===== config.mk =====
export PLATFORM = sky130hd
export DESIGN_NAME = fbw_queue
export DESIGN_NICKNAME = d
export VERILOG_FILES = /design/src/rtl/fbw_pkg.sv /design/src/rtl/fbw_queue.sv
export SDC_FILE = /design/constraint.sdc
export NUM_CORES = 1
export LEC_CHECK = 0
export ABC_AREA = 1
export ABC_CLOCK_PERIOD_IN_PS = 12970
export BUFFER_PORTS_ARGS = -buffer_cell sky130_fd_sc_hd__buf_2
export CORE_ASPECT_RATIO = 1.4
export CORE_MARGIN = 2
export CORE_UTILIZATION = 45
export CTS_BUF_LIST = sky130_fd_sc_hd__clkbuf_16
export CTS_CLUSTER_DIAMETER = 200
export CTS_CLUSTER_SIZE = 20
export DETAILED_ROUTE_END_ITERATION = 8
export PLACE_DENSITY = 0.68
export SLEW_MARGIN = 5
export SYNTH_ARGS = -nofsm -noshare
export SYNTH_HDL_FRONTEND = slang
export SYNTH_SLANG_ARGS = --single-unit

===== constraint.sdc =====
create_clock -name clk -period 12.97 [get_ports clk]
set_clock_uncertainty 0.1 [all_clocks]
set_input_delay 1.9455 -clock clk [delete_from_list [all_inputs] [get_ports clk]]
set_output_delay 1.9455 -clock clk [all_outputs]
set_load 0.01 [all_outputs]

===== src/rtl/fbw_pkg.sv =====
// fbw_pkg: shared types, constants and helpers for the backward flow warp.
// No dependencies.
package fbw_pkg;

  localparam int FRAC    = 6;
  localparam int COORD_W = 8;
  localparam int POS_W   = COORD_W + FRAC;
  localparam int DIM_W   = 9;
  localparam int NCH     = 4;
  localparam int CH_W    = 8;
  localparam int FLOW_W  = 16;
  localparam int MAX_DIM = 256;
  localparam int NCH_W   = 3;
  localparam int MODE_W  = 2;
  localparam int CFG_W   = 9;
  localparam int IDX_W   = 2;
  localparam int BANKS   = 4;
  localparam int BANK_AW = 2 * (COORD_W - 1);
  localparam int PIX_W   = NCH * CH_W;

  localparam logic [IDX_W-1:0] REG_HEIGHT   = 2'd0;
  localparam logic [IDX_W-1:0] REG_WIDTH    = 2'd1;
  localparam logic [IDX_W-1:0] REG_CHANNELS = 2'd2;
  localparam logic [IDX_W-1:0] REG_MODE     = 2'd3;

  typedef enum logic [0:0] {
    REQ_LOAD  = 1'b0,
    REQ_QUERY = 1'b1
  } req_kind_t;

  typedef enum logic [MODE_W-1:0] {
    MODE_BILINEAR = 2'd0,
    MODE_NEAREST  = 2'd1,
    MODE_NONE     = 2'd2
  } interp_mode_t;

  typedef struct packed {
    req_kind_t                    kind;
    logic [COORD_W-1:0]           row;
    logic [COORD_W-1:0]           col;
    logic [POS_W-1:0]             py;
    logic [POS_W-1:0]             px;
    logic [NCH-1:0][CH_W-1:0]     pix;
  } fbw_item_t;

  typedef struct packed {
    logic [DIM_W-1:0] height;
    logic [DIM_W-1:0] width;
    logic [NCH_W-1:0] nch;
    logic [MODE_W-1:0] mode;
  } fbw_cfg_t;

  function automatic logic [DIM_W-1:0] sat_dim(input logic [DIM_W-1:0] v);
    logic [DIM_W-1:0] r;
    if (v < DIM_W'(2)) r = DIM_W'(2);
    else if (v > DIM_W'(MAX_DIM)) r = DIM_W'(MAX_DIM);
    else r = v;
    return r;
  endfunction

endpackage


===== src/rtl/fbw_queue.sv =====
// fbw_queue: small flop FIFO between front and back.
// Depends on fbw_pkg.
module fbw_queue #(
  parameter int DEPTH = 4
) (
  input  logic               clk,
  input  logic               rst,
  input  fbw_pkg::fbw_item_t in_item,
  input  logic               in_valid,
  output logic               in_ready,
  output fbw_pkg::fbw_item_t out_item,
  output logic               out_valid,
  input  logic               out_ready
);
  import fbw_pkg::*;

  localparam int PW = (DEPTH > 1) ? $clog2(DEPTH) : 1;
  localparam int CW = $clog2(DEPTH + 1);

  fbw_item_t       slots [DEPTH];
  logic [PW-1:0]   wptr;
  logic [PW-1:0]   rptr;
  logic [CW-1:0]   count;
  logic            push;
  logic            pop;

  assign in_ready  = count != CW'(DEPTH);
  assign out_valid = count != '0;
  assign out_item  = slots[rptr];
  assign push      = in_valid && in_ready;
  assign pop       = out_valid && out_ready;

  always_ff @(posedge clk) begin
    if (rst) begin
      wptr  <= '0;
      rptr  <= '0;
      count <= '0;
    end else begin
      if (push) wptr <= (wptr == PW'(DEPTH - 1)) ? '0 : wptr + 1'b1;
      if (pop)  rptr <= (rptr == PW'(DEPTH - 1)) ? '0 : rptr + 1'b1;
      if (push && !pop) count <= count + 1'b1;
      else if (pop && !push) count <= count - 1'b1;
    end
  end

  always_ff @(posedge clk) begin
    if (push) slots[wptr] <= in_item;
  end
endmodule


==> metrics.md <==
| Metric | Value |
|---|---|
| Avg Inst Size Synth | roughly 15 sq um |
| Area share of and/or/nand/nor cells after synthesis | 6.051% |
| Crit-path cells | buf_4 > inv_2 > buf_4 > o21ai_0 > o22ai_1 > buf_2 |
| Antenna violations before repair | 3 |
| Mapped cell area | 11,910 sq um |
| Top Family by Delay on Critical Path | buffers and inverters |
| Syn. warnings | 0 |
| Synth area leader | edfxtp_1 |
| Total setup buffers inserted after CTS | 0 |
| H-Tree Depth | 1 |
| Final period demand of the worst path | approximately 5 ns |
| Overall Global Routing Usage | 17.78% |
| Largest net degree at the start of global routing | ~160 |
| Vias per cell | around 5.5 |
| Die H | 196.5 um |
| Buffers plus inverters on the worst setup path | 4 |
| Port buffer count | roughly 160 |
| Number of distinct library cells after synthesis | 25 |
| Slew headroom | 22.75% |
| Most frequent cell after synthesis | edfxtp_1 |
| Via count | 7,011 |
| Residual DRC count | 0 |
| DRT Pass-1 Iters | 4 |
| Max-slew violations | 0 |
| Syn Nets | 901 |
| WHS | between 0.4 and 0.5 ns |
| Initial Util | about 46% |
| Chip width | 141.5 um |
| Post-synth EDFFs | 308 |
| Post-Route WL | ~25 mm |
| Critical path type | register to output port |
| Top post-synthesis cells by area | edfxtp_1 (78%), o21ai_0 (6.3%), nor2_1 (5.4%) |
| Vias in the first global route | just under 7,000 |
| Async SR Flop Fraction | 0% |
| Pwr/cell area | 195.2 nW/um^2 |
| Slowest library cell on the worst path | inv_2 |
| First-pass GRT wire length | 38.53 mm |
| Post-synthesis compound-gate area fraction | 10.69% |
| Root Driver | clkbuf_16 |
| Hold/Removal Path Class | register to register |
| Critical path launch point type | register |
| Cell Rows | 70 |
| Final #Nets | 1,039 |
| Fraction of synthesized cell area in xor and xnor cells | less than 1% |
| Yosys top cell area share | 77.66% |
| Clk_lat worst skew | 0.49 ns |
| Post-synthesis adder-cell area fraction | less than 1% |
| Post-Syn Instances | 813 |
| RSZ-0062 raised after global routing | no |
| Final ANT Viol Nets | 0 |
| Multiplexer share of the synthesized area | 0% |
| Arrival @ worst endpoint | 3.01 ns |
| Die footprint | 27,800 sq um |
| TNS Setup | 0 ns |
| Register area share after synthesis | 79.17% |
| Fin. Hold Viols | 0 |
| Power, Total | between 2 and 3 mW |
| Max IR drop VDD | between 0.0001 and 0.00015 V |
| CTS buffer count | 19 |
| Largest family of logic cells by synthesized area | compound AO/OA/AOI/OAI gates |
| Status | complete, no violations |
| CTS tree | built |
| Most common cell on crit path | buf_4 |
| Synth cell count leaders | edfxtp_1 (308), nor2_1 (171), o21ai_0 (150) |
| Crit. End Element | output port |
| Worst Max-Slew Pin Slew | 1.159 ns |
| Avg WL per Cell | 19.55 um |
| CTS Buffer Depth | 3 |
| Fmax | 0.1977 GHz |
| Top FF cell, synth | edfxtp_1 |
| Max-Cap Viols | 0 |
| Final setup fails | 0 |
| Clk slew on worst S/H paths | 0.08 ns |
| Gpl congestion | 0.7102 |
| Core area | about 26,000 sq um |
| Number of synthesized register bits | 317 |
| Total grt overflow | 0 |
| Clk sinks | roughly 320 |
| Layout cells sized above 1 | 20.40% |
| CP max stage delay | 0.65 ns |
| Leak | between 4 and 5 nW |
| Layout area overhead | 12.42% |
| Critical path peak fanout | 78 |
| Worst Path Required | between 10 and 15 ns |
| Fin util | 51.30% |
| HPWL Detailed | between 10 and 15 mm |
| Io pins | 160 |
| CTS resizes | 0 |
| Final period utilization | between 30% and 40% |
| Hold buffers post-CTS | 0 |
| Iteration-0 DRC Markers | 669 |
==> through the flow <==
stage	worst slack, ns	cells	area (sq um)
2_1_floorplan	7.051	813	11910
3_3_place_gp	8.345	1254	12880
3_5_place_dp	8.360	1254	12880
4_1_cts	7.831	1280	13380
5_1_grt	7.685	1281	13390
6_report	7.912	1282	13390
==> cell usage in the layout, fill, tap and decap left out <==
cell | netlist | final
nand2_1 | 14 | 14
buf_4 | 5 | 7
buf_2 | 12 | 159
inv_2 | 1 | 1
inv_6 | 1 | 1
nor2_4 | 0 | 4
diode_2 | 0 | 2
a21oi_1 | 2 | 2
fa_1 | 1 | 1
o22ai_1 | 76 | 76
clkinv_2 | 0 | 1
dfxtp_2 | 0 | 1
o21ai_0 | 150 | 150
o22ai_2 | 1 | 1
nor2_1 | 171 | 167
inv_1 | 14 | 20
ha_1 | 6 | 6
nand3_1 | 1 | 1
edfxtp_1 | 308 | 308
dfxtp_4 | 0 | 1
nand3b_1 | 2 | 2
nand4_1 | 1 | 1
xor2_1 | 1 | 1
clkbuf_16 | 0 | 19
dfxtp_1 | 9 | 7
o21ai_1 | 5 | 5
==> final cells by class <==
cell class	count	area (sq um)
antenna	2	5.005
clock buffer	19	475.5
clock inverter	7	27.53
fill	2208	12710
inverter	16	65.06
multi-input combinational	431	2128
sequential	317	9434
tap	324	405.4
timing repair buffer	166	848.3
==> worst register-to-register path, delay by kind of cell, from the launching register on <==
kind | cells | cell delay, ns
buf+inv | 1 | 0.68
simple gates | 4 | 1.37
flops | 1 | 0.39
==> state kept, by name, indices dropped and copies added, names as in the netlist, named ones only <==
name and cells:
slots 308, count 3, rptr 2, wptr 2
==> cells by family after synthesis <==
| family | after synthesis |
|---|---|
| fa+ha+maj | 7 |
| xor+xnor | 1 |
| buf+inv | 65 |
| simple gates | 189 |
| flops | 317 |
| compound gates | 234 |
==> layer usage <==
metal	routed length, um	vias to the layer above	GRT usage, %
met3	1037	28	2.284
met2	13160	155	31.75
li1	-	3298	-
met1	10410	3528	23.10
met4	432	2	4.481
met5	16	-	0
==> path summary, 6_finish.rpt <==
path / start / end / slack (ns) / cells after the start
max: register / out_item[0] / 7.91 / 6
min reg2reg: count[1]$_SDFFE_PP0P_ / count[1]$_SDFFE_PP0P_ / 0.44 / 2
min: count[1]$_SDFFE_PP0P_ / count[1]$_SDFFE_PP0P_ / 0.44 / 2
max reg2reg: count[0]$_SDFFE_PP0P_ / slots[1][34]$_DFFE_PP_ / 10.01 / 5
==> power breakdown <==
part           total [mW]  switching [mW]  leakage [nW]  internal [mW]
sequential           1.29          0.0423          2.90           1.25
clock               0.566           0.301         0.270          0.265
combinational       0.757           0.513          1.48          0.244
Note: power is estimated with default switching activity, not from simulation.
