<file path="src/rtl/fbw_pkg.sv">
// fbw_pkg: shared types, constants and helpers for the backward flow warp.
// No dependencies.
package fbw_pkg;

  localparam int FRAC    = 6;
  localparam int COORD_W = 8;
  localparam int POS_W   = COORD_W + FRAC;
  localparam int DIM_W   = 9;
  localparam int NCH     = 4;
  localparam int CH_W    = 8;
  localparam int FLOW_W  = 16;
  localparam int MAX_DIM = 256;
  localparam int NCH_W   = 3;
  localparam int MODE_W  = 2;
  localparam int CFG_W   = 9;
  localparam int IDX_W   = 2;
  localparam int BANKS   = 4;
  localparam int BANK_AW = 2 * (COORD_W - 1);
  localparam int PIX_W   = NCH * CH_W;

  localparam logic [IDX_W-1:0] REG_HEIGHT   = 2'd0;
  localparam logic [IDX_W-1:0] REG_WIDTH    = 2'd1;
  localparam logic [IDX_W-1:0] REG_CHANNELS = 2'd2;
  localparam logic [IDX_W-1:0] REG_MODE     = 2'd3;

  typedef enum logic [0:0] {
    REQ_LOAD  = 1'b0,
    REQ_QUERY = 1'b1
  } req_kind_t;

  typedef enum logic [MODE_W-1:0] {
    MODE_BILINEAR = 2'd0,
    MODE_NEAREST  = 2'd1,
    MODE_NONE     = 2'd2
  } interp_mode_t;

  typedef struct packed {
    req_kind_t                    kind;
    logic [COORD_W-1:0]           row;
    logic [COORD_W-1:0]           col;
    logic [POS_W-1:0]             py;
    logic [POS_W-1:0]             px;
    logic [NCH-1:0][CH_W-1:0]     pix;
  } fbw_item_t;

  typedef struct packed {
    logic [DIM_W-1:0] height;
    logic [DIM_W-1:0] width;
    logic [NCH_W-1:0] nch;
    logic [MODE_W-1:0] mode;
  } fbw_cfg_t;

  function automatic logic [DIM_W-1:0] sat_dim(input logic [DIM_W-1:0] v);
    logic [DIM_W-1:0] r;
    if (v < DIM_W'(2)) r = DIM_W'(2);
    else if (v > DIM_W'(MAX_DIM)) r = DIM_W'(MAX_DIM);
    else r = v;
    return r;
  endfunction

endpackage

</file>
<file path="src/rtl/fbw_req_if.sv">
// fbw_req_if: request channel (loads and warp queries).
// Depends on fbw_pkg.
interface fbw_req_if;
  import fbw_pkg::*;
  logic                     valid;
  logic                     ready;
  logic                     req_type;
  logic [COORD_W-1:0]       row;
  logic [COORD_W-1:0]       col;
  logic [CH_W-1:0]          pixel_c0;
  logic [CH_W-1:0]          pixel_c1;
  logic [CH_W-1:0]          pixel_c2;
  logic [CH_W-1:0]          pixel_c3;
  logic signed [FLOW_W-1:0] flow_y;
  logic signed [FLOW_W-1:0] flow_col;

  modport source (output valid, req_type, row, col, pixel_c0, pixel_c1, pixel_c2, pixel_c3,
                  flow_y, flow_col, input ready);
  modport sink (input valid, req_type, row, col, pixel_c0, pixel_c1, pixel_c2, pixel_c3,
                flow_y, flow_col, output ready);
endinterface

</file>
<file path="src/rtl/fbw_front.sv">
// fbw_front: accepts request beats, computes clamped fixed-point targets.
// Depends on fbw_pkg, fbw_req_if.
module fbw_front (
  input  logic             clk,
  input  logic             rst,
  fbw_req_if.sink          req,
  input  fbw_pkg::fbw_cfg_t cfg,
  output fbw_pkg::fbw_item_t item,
  output logic             item_valid,
  input  logic             item_ready
);
  import fbw_pkg::*;

  localparam int SUM_W = POS_W + 3;

  function automatic logic [POS_W-1:0] target(input logic [COORD_W-1:0] base,
                                              input logic [FLOW_W-1:0] flow,
                                              input logic [DIM_W-1:0] size);
    logic [DIM_W-1:0]        szm1;
    logic [POS_W-1:0]        top;
    logic signed [SUM_W-1:0] pos;
    logic [POS_W-1:0]        r;
    szm1 = size - 1'b1;
    top  = {szm1[COORD_W-1:0], {FRAC{1'b0}}} - 1'b1;
    pos  = $signed({3'b000, base, {FRAC{1'b0}}})
         + $signed({{(SUM_W-FLOW_W){flow[FLOW_W-1]}}, flow});
    if (pos < 0) r = '0;
    else if (pos > $signed({3'b000, top})) r = top;
    else r = pos[POS_W-1:0];
    return r;
  endfunction

  logic held;

  assign req.ready  = !held || item_ready;
  assign item_valid = held;

  always_ff @(posedge clk) begin
    if (rst) begin
      held <= 1'b0;
    end else if (req.ready) begin
      held <= req.valid;
    end
  end

  always_ff @(posedge clk) begin
    if (req.valid && req.ready) begin
      item.kind <= req_kind_t'(req.req_type);
      item.row  <= req.row;
      item.col  <= req.col;
      item.py   <= target(req.row, req.flow_y, cfg.height);
      item.px   <= target(req.col, req.flow_col, cfg.width);
      item.pix  <= {req.pixel_c3, req.pixel_c2, req.pixel_c1, req.pixel_c0};
    end
  end
endmodule

</file>
<file path="src/flat_wrapper.sv">
// flat-port wrapper written by rule: the top's interface ports become plain ports
module fbw_front_flat import fbw_pkg::*;
  (clk, rst, cfg, item, item_valid, item_ready, req_valid, req_req_type, req_row, req_col, req_pixel_c0, req_pixel_c1, req_pixel_c2, req_pixel_c3, req_flow_y, req_flow_col, req_ready);
  fbw_req_if req_i ();
  input  logic clk;
  input  logic rst;
  input  fbw_pkg::fbw_cfg_t cfg;
  output fbw_pkg::fbw_item_t item;
  output logic item_valid;
  input  logic item_ready;
  input wire logic [$bits(req_i.valid)-1:0] req_valid;
  input wire logic [$bits(req_i.req_type)-1:0] req_req_type;
  input wire logic [$bits(req_i.row)-1:0] req_row;
  input wire logic [$bits(req_i.col)-1:0] req_col;
  input wire logic [$bits(req_i.pixel_c0)-1:0] req_pixel_c0;
  input wire logic [$bits(req_i.pixel_c1)-1:0] req_pixel_c1;
  input wire logic [$bits(req_i.pixel_c2)-1:0] req_pixel_c2;
  input wire logic [$bits(req_i.pixel_c3)-1:0] req_pixel_c3;
  input wire logic [$bits(req_i.flow_y)-1:0] req_flow_y;
  input wire logic [$bits(req_i.flow_col)-1:0] req_flow_col;
  output wire logic [$bits(req_i.ready)-1:0] req_ready;
  assign req_i.valid = req_valid;
  assign req_i.req_type = req_req_type;
  assign req_i.row = req_row;
  assign req_i.col = req_col;
  assign req_i.pixel_c0 = req_pixel_c0;
  assign req_i.pixel_c1 = req_pixel_c1;
  assign req_i.pixel_c2 = req_pixel_c2;
  assign req_i.pixel_c3 = req_pixel_c3;
  assign req_i.flow_y = req_flow_y;
  assign req_i.flow_col = req_flow_col;
  assign req_ready = req_i.ready;
  fbw_front u_core (.clk(clk), .rst(rst), .req(req_i), .cfg(cfg), .item(item), .item_valid(item_valid), .item_ready(item_ready));
endmodule
</file>
<file path="config.mk">
export PLATFORM = sky130hd
export DESIGN_NAME = fbw_front_flat
export DESIGN_NICKNAME = d
export VERILOG_FILES = /design/src/rtl/fbw_pkg.sv /design/src/rtl/fbw_req_if.sv /design/src/rtl/fbw_front.sv /design/src/flat_wrapper.sv
export SDC_FILE = /design/constraint.sdc
export NUM_CORES = 1
export LEC_CHECK = 0
export ABC_AREA = 0
export BUFFER_PORTS_ARGS = -buffer_cell sky130_fd_sc_hd__clkbuf_2
export CORE_MARGIN = 2
export CORE_UTILIZATION = 40
export DETAILED_ROUTE_END_ITERATION = 8
export GPL_TIMING_DRIVEN = 0
export PLACE_DENSITY_LB_ADDON = 0.08
export SLEW_MARGIN = 20
export SYNTH_ARGS = -nofsm -noshare
export SYNTH_HDL_FRONTEND = slang
export SYNTH_SLANG_ARGS = --single-unit
</file>
<file path="constraint.sdc">
create_clock -name clk -period 5.2 [get_ports clk]
set_clock_uncertainty 0.1 [all_clocks]
set_input_delay 1.04 -clock clk [delete_from_list [all_inputs] [get_ports clk]]
set_output_delay 1.04 -clock clk [all_outputs]
set_load 0.05 [all_outputs]
</file>
==> impl_metrics.json, run 1 <==
{
  "status": "complete, no violations",
  "ys_seq_area_frac": 0.516,
  "hold_start": "u_core.item_valid",
  "ant_nets": 0,
  "leakagePower_uw": 0.00263,
  "slew_headroom": 0.536,
  "synthDistinctLibCells": 64,
  "switchingPower_uw": 699,
  "yosys.area.top_type_share": 0.512,
  "clk_latency_ps": 330,
  "fin_nets": 712,
  "p_clk_frac": 0.302,
  "grt_usage": 0.186,
  "synthToLayoutAreaGrowth_pct": 30.6,
  "grt_pass1_vias": 3476,
  "crit_type": "in2reg",
  "crit_buf_inv": 3,
  "whs_path_depth": 2,
  "grt_use_met2": 0.299,
  "combPwrFrac": 0.310,
  "arrival_ps": 4340,
  "tightest_slew_ps": 690,
  "met3_usage": 0.0564,
  "timing.rr.end": "u_core.item[49]",
  "period_needed_ps": 4270,
  "worstPathMaxFanout": 10,
  "r2r_start": "u_core.item_valid",
  "antenna_found_initial": 0,
  "r2r_slack_ps": 3640,
  "worst_path_most_repeated_cell": "a21oi_1",
  "drcViolationCount": 0,
  "postSynthAreaPerCell_um2": 12.1,
  "drv_cap": 0,
  "min_delay_worst_endpoint": "u_core.item_valid",
  "die_w_um": 110,
  "grt_max_degree": 57,
  "power_density_nw_per_um2": 337,
  "ys.flop_type": "edfxtp_1",
  "p_seq_frac": 0.387,
  "mostFrequentLayoutCell": "clkbuf_2",
  "synth_area_leaders": "edfxtp_1 (51%), ha_1 (11%), a21oi_1 (2.9%)",
  "setup.worst_path.start_class": "primary input",
  "fin_area_um2": 5900,
  "rr_worst_depth": 3,
  "die_h_um": 110,
  "synth_seq_cells": 78,
  "async_flop_share": 0,
  "synth_fa_ha_area_frac": 0.114,
  "cts_resized": 0,
  "rsz0062_at_grt": "false",
  "gp_congestion": 0.837,
  "crit_required_ps": 5280,
  "gr-usage-met1": 0.242,
  "port_buffers": 179,
  "p_sw_frac": 0.352,
  "h-tree-depth": 3,
  "globalRouteOverflowTotal": 0,
  "yosys_warnings": 0,
  "core_area_um2": 10900,
  "initial_core_util": 0.413,
  "crit_chain": "clkbuf_2 > ha_1 > inv_1 > fa_1 > nand2b_1 > a21oi_1 > or2_2 > xnor2_1 > ha_1 > a21oi_1 > o21ai_0 > a221oi_1 > a21oi_1 > nor3_2 > buf_4 > mux2i_1",
  "diodes": 0,
  "clock.fmax_mhz": 234,
  "synth_compound_area_frac": 0.161,
  "io_pins": 187,
  "regArea_um2": 2330,
  "drt-pass1-iter-count": 4,
  "root_buffer": "clkbuf_16",
  "grt_pass1_wl_um": 17100,
  "fin_tns_setup_ps": 0,
  "cts-hold-fix-buffers": 0,
  "synth_top_family_by_area": "compound AO/OA/AOI/OAI gates",
  "slowest_stage": "nor3_2",
  "syn-num-nets": 521,
  "synthMuxAreaShare": 0.0221,
  "placed_cell_area_um2": 5620,
  "cp_top_family": "adder cells",
  "drive_gt1_frac": 0.387,
  "postRouteWirelength_um": 11100,
  "rows": 38,
  "numCtsBuffers": 9,
  "routed_via_density": 5.12,
  "min_period_over_period": 0.820,
  "wire_per_inst_um": 15.7,
  "finalHoldViolCount": 0,
  "synth-simple-area-share": 0.115,
  "synth_area_um2": 4520,
  "detailed_place_hpwl_um": 9040,
  "vias": 3627,
  "cp_slowest_stage_delay_ps": 430,
  "finalSetupViolCount": 0,
  "busiest_layer": "met2",
  "synth-edff-count": 77,
  "multi_input_area_um2": 2060,
  "dieArea_um2": 12200,
  "peakVddDrop_uv": 160,
  "post_cts_buffers": 0,
  "cts_tree": "built",
  "cts_buffer_depth": 2,
  "setup.worst_path.end_class": "flop",
  "synth_xor_area_frac": 0.0426,
  "clock-sinks": 78,
  "holdCritPathClass": "reg2reg",
  "final_cell_mix": "clkbuf_2 (179), edfxtp_1 (77), ha_1 (38)",
  "clk_pin_slew_worst_paths_ps": 70,
  "slew_viol_final": 0,
  "drt_iter0_drc": 204,
  "fillers": 994,
  "netlist_instances": 373,
  "yosysTopAreaCell": "edfxtp_1",
  "intPower_uw": 1290
}
## stage by stage
step           hold WS [ps]  setup WS, ps  cells  total power, uW  utilization
2_1_floorplan          1010          1160    373             1240            -
3_3_place_gp            393           664    692             1390        0.511
3_5_place_dp            425           624    693             1400        0.514
4_1_cts                 436           962    709             2010        0.540
5_1_grt                 493           683    709             2090        0.540
6_report                429           935    709             1990        0.540
## worst min-delay path, stage by stage (launching register included)
cell      delay, ps
dfxtp_1         310
nand2b_1        100
a21oi_1          70
## layer usage
layer | share of wire | routed length, um | vias up
met4 | 0.010 | 116 | 0
li1 | - | - | 1810
met5 | 0 | 0 | -
met1 | 0.45 | 4970 | 1673
met3 | 0.089 | 988 | 9
met2 | 0.45 | 5040 | 135
## state kept, by name, summed over array words and instances (netlist names)
name and cells:
u_core.item 77, u_core.item_valid 1
## synth_stat cells (5+ instances only)
| library cell | number |
|---|---|
| edfxtp_1 | 77 |
| ha_1 | 38 |
| inv_1 | 29 |
| a21oi_1 | 26 |
| o21ai_0 | 16 |
| nand2_1 | 14 |
| xnor2_1 | 14 |
| nor2_1 | 13 |
| nand3_1 | 11 |
| mux2i_1 | 10 |
| o21a_1 | 10 |
| nor3_1 | 8 |
| xor2_1 | 8 |
| o21bai_1 | 7 |
| nand2b_1 | 6 |
| a21boi_0 | 5 |
| a21o_1 | 5 |
| nor2b_1 | 5 |
## kinds of logic (layout without fill, tap and decap cells)
logic type,after synthesis,in the layout
compound gates,103,103
simple gates,87,87
fa+ha+maj,40,40
mux,10,10
buf+inv,33,229
xor+xnor,22,22
flops,78,78
## worst max path at each step
stage | start | to | slack, ps | depth (start not counted)
5_1_grt | cfg[6] | u_core.item[45] | 680 | 14
3_3_place_gp | req_row[0] | u_core.item[56] | 660 | 16
2_1_floorplan | req_flow_col[6] | u_core.item[32] | 1160 | 13
4_1_cts | req_row[0] | u_core.item[56] | 960 | 16
3_5_place_dp | req_row[0] | u_core.item[56] | 620 | 16
6_report | req_row[0] | u_core.item[57] | 930 | 16
## power by group through the flow
stage	clock [uW]	combinational [uW]	sequential [uW]
global route	642	673	775
global placement	0	606	786
CTS	620	620	770
floorplan	0	275	960
finish	600	617	770
detailed placement	0	617	784
## layout make-up
type                       count  share of cell area
sequential                    78               0.395
tap                          140              0.0297
multi-input combinational    262               0.349
clock inverter                 7             0.00933
timing repair buffer         180               0.156
clock buffer                   9              0.0382
buffer                         4             0.00339
inverter                      29              0.0184
Note: power is estimated with default switching activity, not from simulation.
==> inputs of run 2 (changes only) <==
Clock period 5.2 ns to 3.85 ns, I/O delays scaled along.
==> run 2 against run 1 <==
Utilization rose by 1.4 points. Routed wire length rose by 2.6%. Register-to-register slack got worse by 1400 ps.
==> impl_metrics.json, run 2 (same netlist as run 1, synthesis figures left out) <==
{
  "status": "complete, no violations",
  "mostFrequentLayoutCell": "clkbuf_2",
  "max_flop_register": "u_core.item",
  "slew_viol_final": 0,
  "whs_ps": 429,
  "io_pins": 187,
  "crit_required_ps": 3930,
  "combPwrFrac": 0.324,
  "final_core_util": 0.554,
  "largest_reg_flops": 77,
  "min_period_over_period": 0.984,
  "wl_met1_um": 4940,
  "p_clk_frac": 0.296,
  "setup.worst_path.start_class": "primary input",
  "power_density_nw_per_um2": 452,
  "core_area_um2": 10900,
  "cts-hold-fix-buffers": 0,
  "routed_via_density": 5.19,
  "globalRouteOverflowTotal": 0,
  "cts_buffer_depth": 2,
  "numCtsBuffers": 9,
  "drive_gt1_frac": 0.420,
  "h-tree-depth": 3,
  "synthToLayoutAreaGrowth_pct": 34.0,
  "cts_tree": "built",
  "antenna_found_initial": 0,
  "wl_met3_um": 1070,
  "rows": 38,
  "die_h_um": 110,
  "multi_input_area_um2": 2160,
  "r2r_start": "u_core.item_valid",
  "clock-sinks": 78,
  "arrival_ps": 3860,
  "finalSetupViolCount": 0,
  "clk_latency_ps": 330,
  "period_needed_ps": 3790,
  "final_cell_mix": "clkbuf_2 (179), edfxtp_1 (77), ha_1 (37)",
  "p_seq_frac": 0.380,
  "clock.fmax_mhz": 264,
  "setup.worst_path.end_class": "flop",
  "holdCritPathClass": "reg2reg",
  "postRouteWirelength_um": 11400,
  "port_buffers": 179,
  "peakVddDrop_uv": 217,
  "grt_pass1_vias": 3500,
  "drcViolationCount": 0,
  "drt_iter0_drc": 233,
  "detailed_place_hpwl_um": 9040,
  "intPower_uw": 1770,
  "regArea_um2": 2330,
  "grt_max_degree": 57,
  "vias": 3716,
  "top_layer": "met4",
  "dieArea_um2": 12200,
  "startpoint": "req_row[0]",
  "drt-pass1-iter-count": 4,
  "die_w_um": 110,
  "ant_nets": 0,
  "grt_usage": 0.186,
  "initial_core_util": 0.413,
  "grt_pass1_wl_um": 17200,
  "slew_headroom": 0.528,
  "gp_congestion": 0.837,
  "power_uw": 2740,
  "crit_type": "in2reg",
  "switchingPower_uw": 966,
  "tightest_slew_ps": 701,
  "worstPathMaxFanout": 5,
  "root_buffer": "clkbuf_16",
  "fillers": 979,
  "clk_pin_slew_worst_paths_ps": 70,
  "fin_nets": 719,
  "wl_met2_um": 5280,
  "p_sw_frac": 0.353,
  "diodes": 0,
  "wire_per_inst_um": 15.9,
  "leakagePower_uw": 0.00270,
  "finalHoldViolCount": 0,
  "hold_start": "u_core.item_valid",
  "drv_cap": 0
}
==> run 2: cell types whose count changed in the layout (fill, tap and decap cells not counted), moves of 2 or more <==
cell / change
a21boi_0: -2
a21oi_1: -2
a21oi_2: +2
buf_4: +5
nor4b_1: -3
nor4b_2: +3
xnor2_1: -2
xnor2_2: +2
==> run 2: per-stage QoR <==
stage | std cells | area (um^2) | setup TNS, ps | setup slack (ps)
global route | 716 | 6060 | -332 | -38.8
finish | 716 | 6060 | 0 | 60.9
floorplan | 373 | 4520 | 0 | 75.3
detailed placement | 693 | 5620 | -10350 | -456
CTS | 709 | 5920 | 0 | 4.06
global placement | 692 | 5590 | -30500 | -416
==> run 2: layer usage <==
| layer | global-route usage | vias to the layer above |
|---|---|---|
| li1 | - | 1826 |
| met5 | 0 | - |
| met3 | 0.0564 | 8 |
| met1 | 0.243 | 1728 |
| met2 | 0.299 | 154 |
| met4 | 0.0571 | 0 |
==> run 2: final cells by class <==
type | instances | area share
clock inverter | 7 | 0.00909
multi-input combinational | 262 | 0.357
inverter | 29 | 0.0180
tap | 140 | 0.0289
timing repair buffer | 187 | 0.161
clock buffer | 9 | 0.0372
buffer | 4 | 0.00392
sequential | 78 | 0.385
==> run 2: worst paths after layout <==
path | end | slack, ps | cells after the start
worst max-delay path | u_core.item[57] | 60 | 16
worst min-delay path | u_core.item_valid | 430 | 2
worst max register to register | u_core.item[69] | 2290 | 3
worst min register to register | u_core.item_valid | 430 | 2
==> run 2: worst max-delay path: stages <==
cell and delay [ps]:
clkbuf_2 90, ha_1 160, inv_1 50, fa_1 380
nand2b_1 200, a21oi_2 180, or2_2 160, xnor2_2 130
ha_1 300, a21oi_1 160, o21ai_0 110, a221oi_1 320
a21oi_2 100, nor3_4 320, buf_6 180, mux2i_1 240
==> run 2: power groups by stage <==
stage / Sequential [uW] / Clock (uW) / Combinational, uW
floorplan: 1300 / 0 / 372
global placement: 1060 / 0 / 818
detailed placement: 1060 / 0 / 833
CTS: 1040 / 838 / 842
global route: 1050 / 867 / 961
finish: 1040 / 811 / 886
==> run 2: timing repair <==
action	CTS	global route
cloned	0	1
buffers inserted	0	6
gates resized for setup	4	17
endpoints found under the setup margin	19	25
pin swaps	1	6
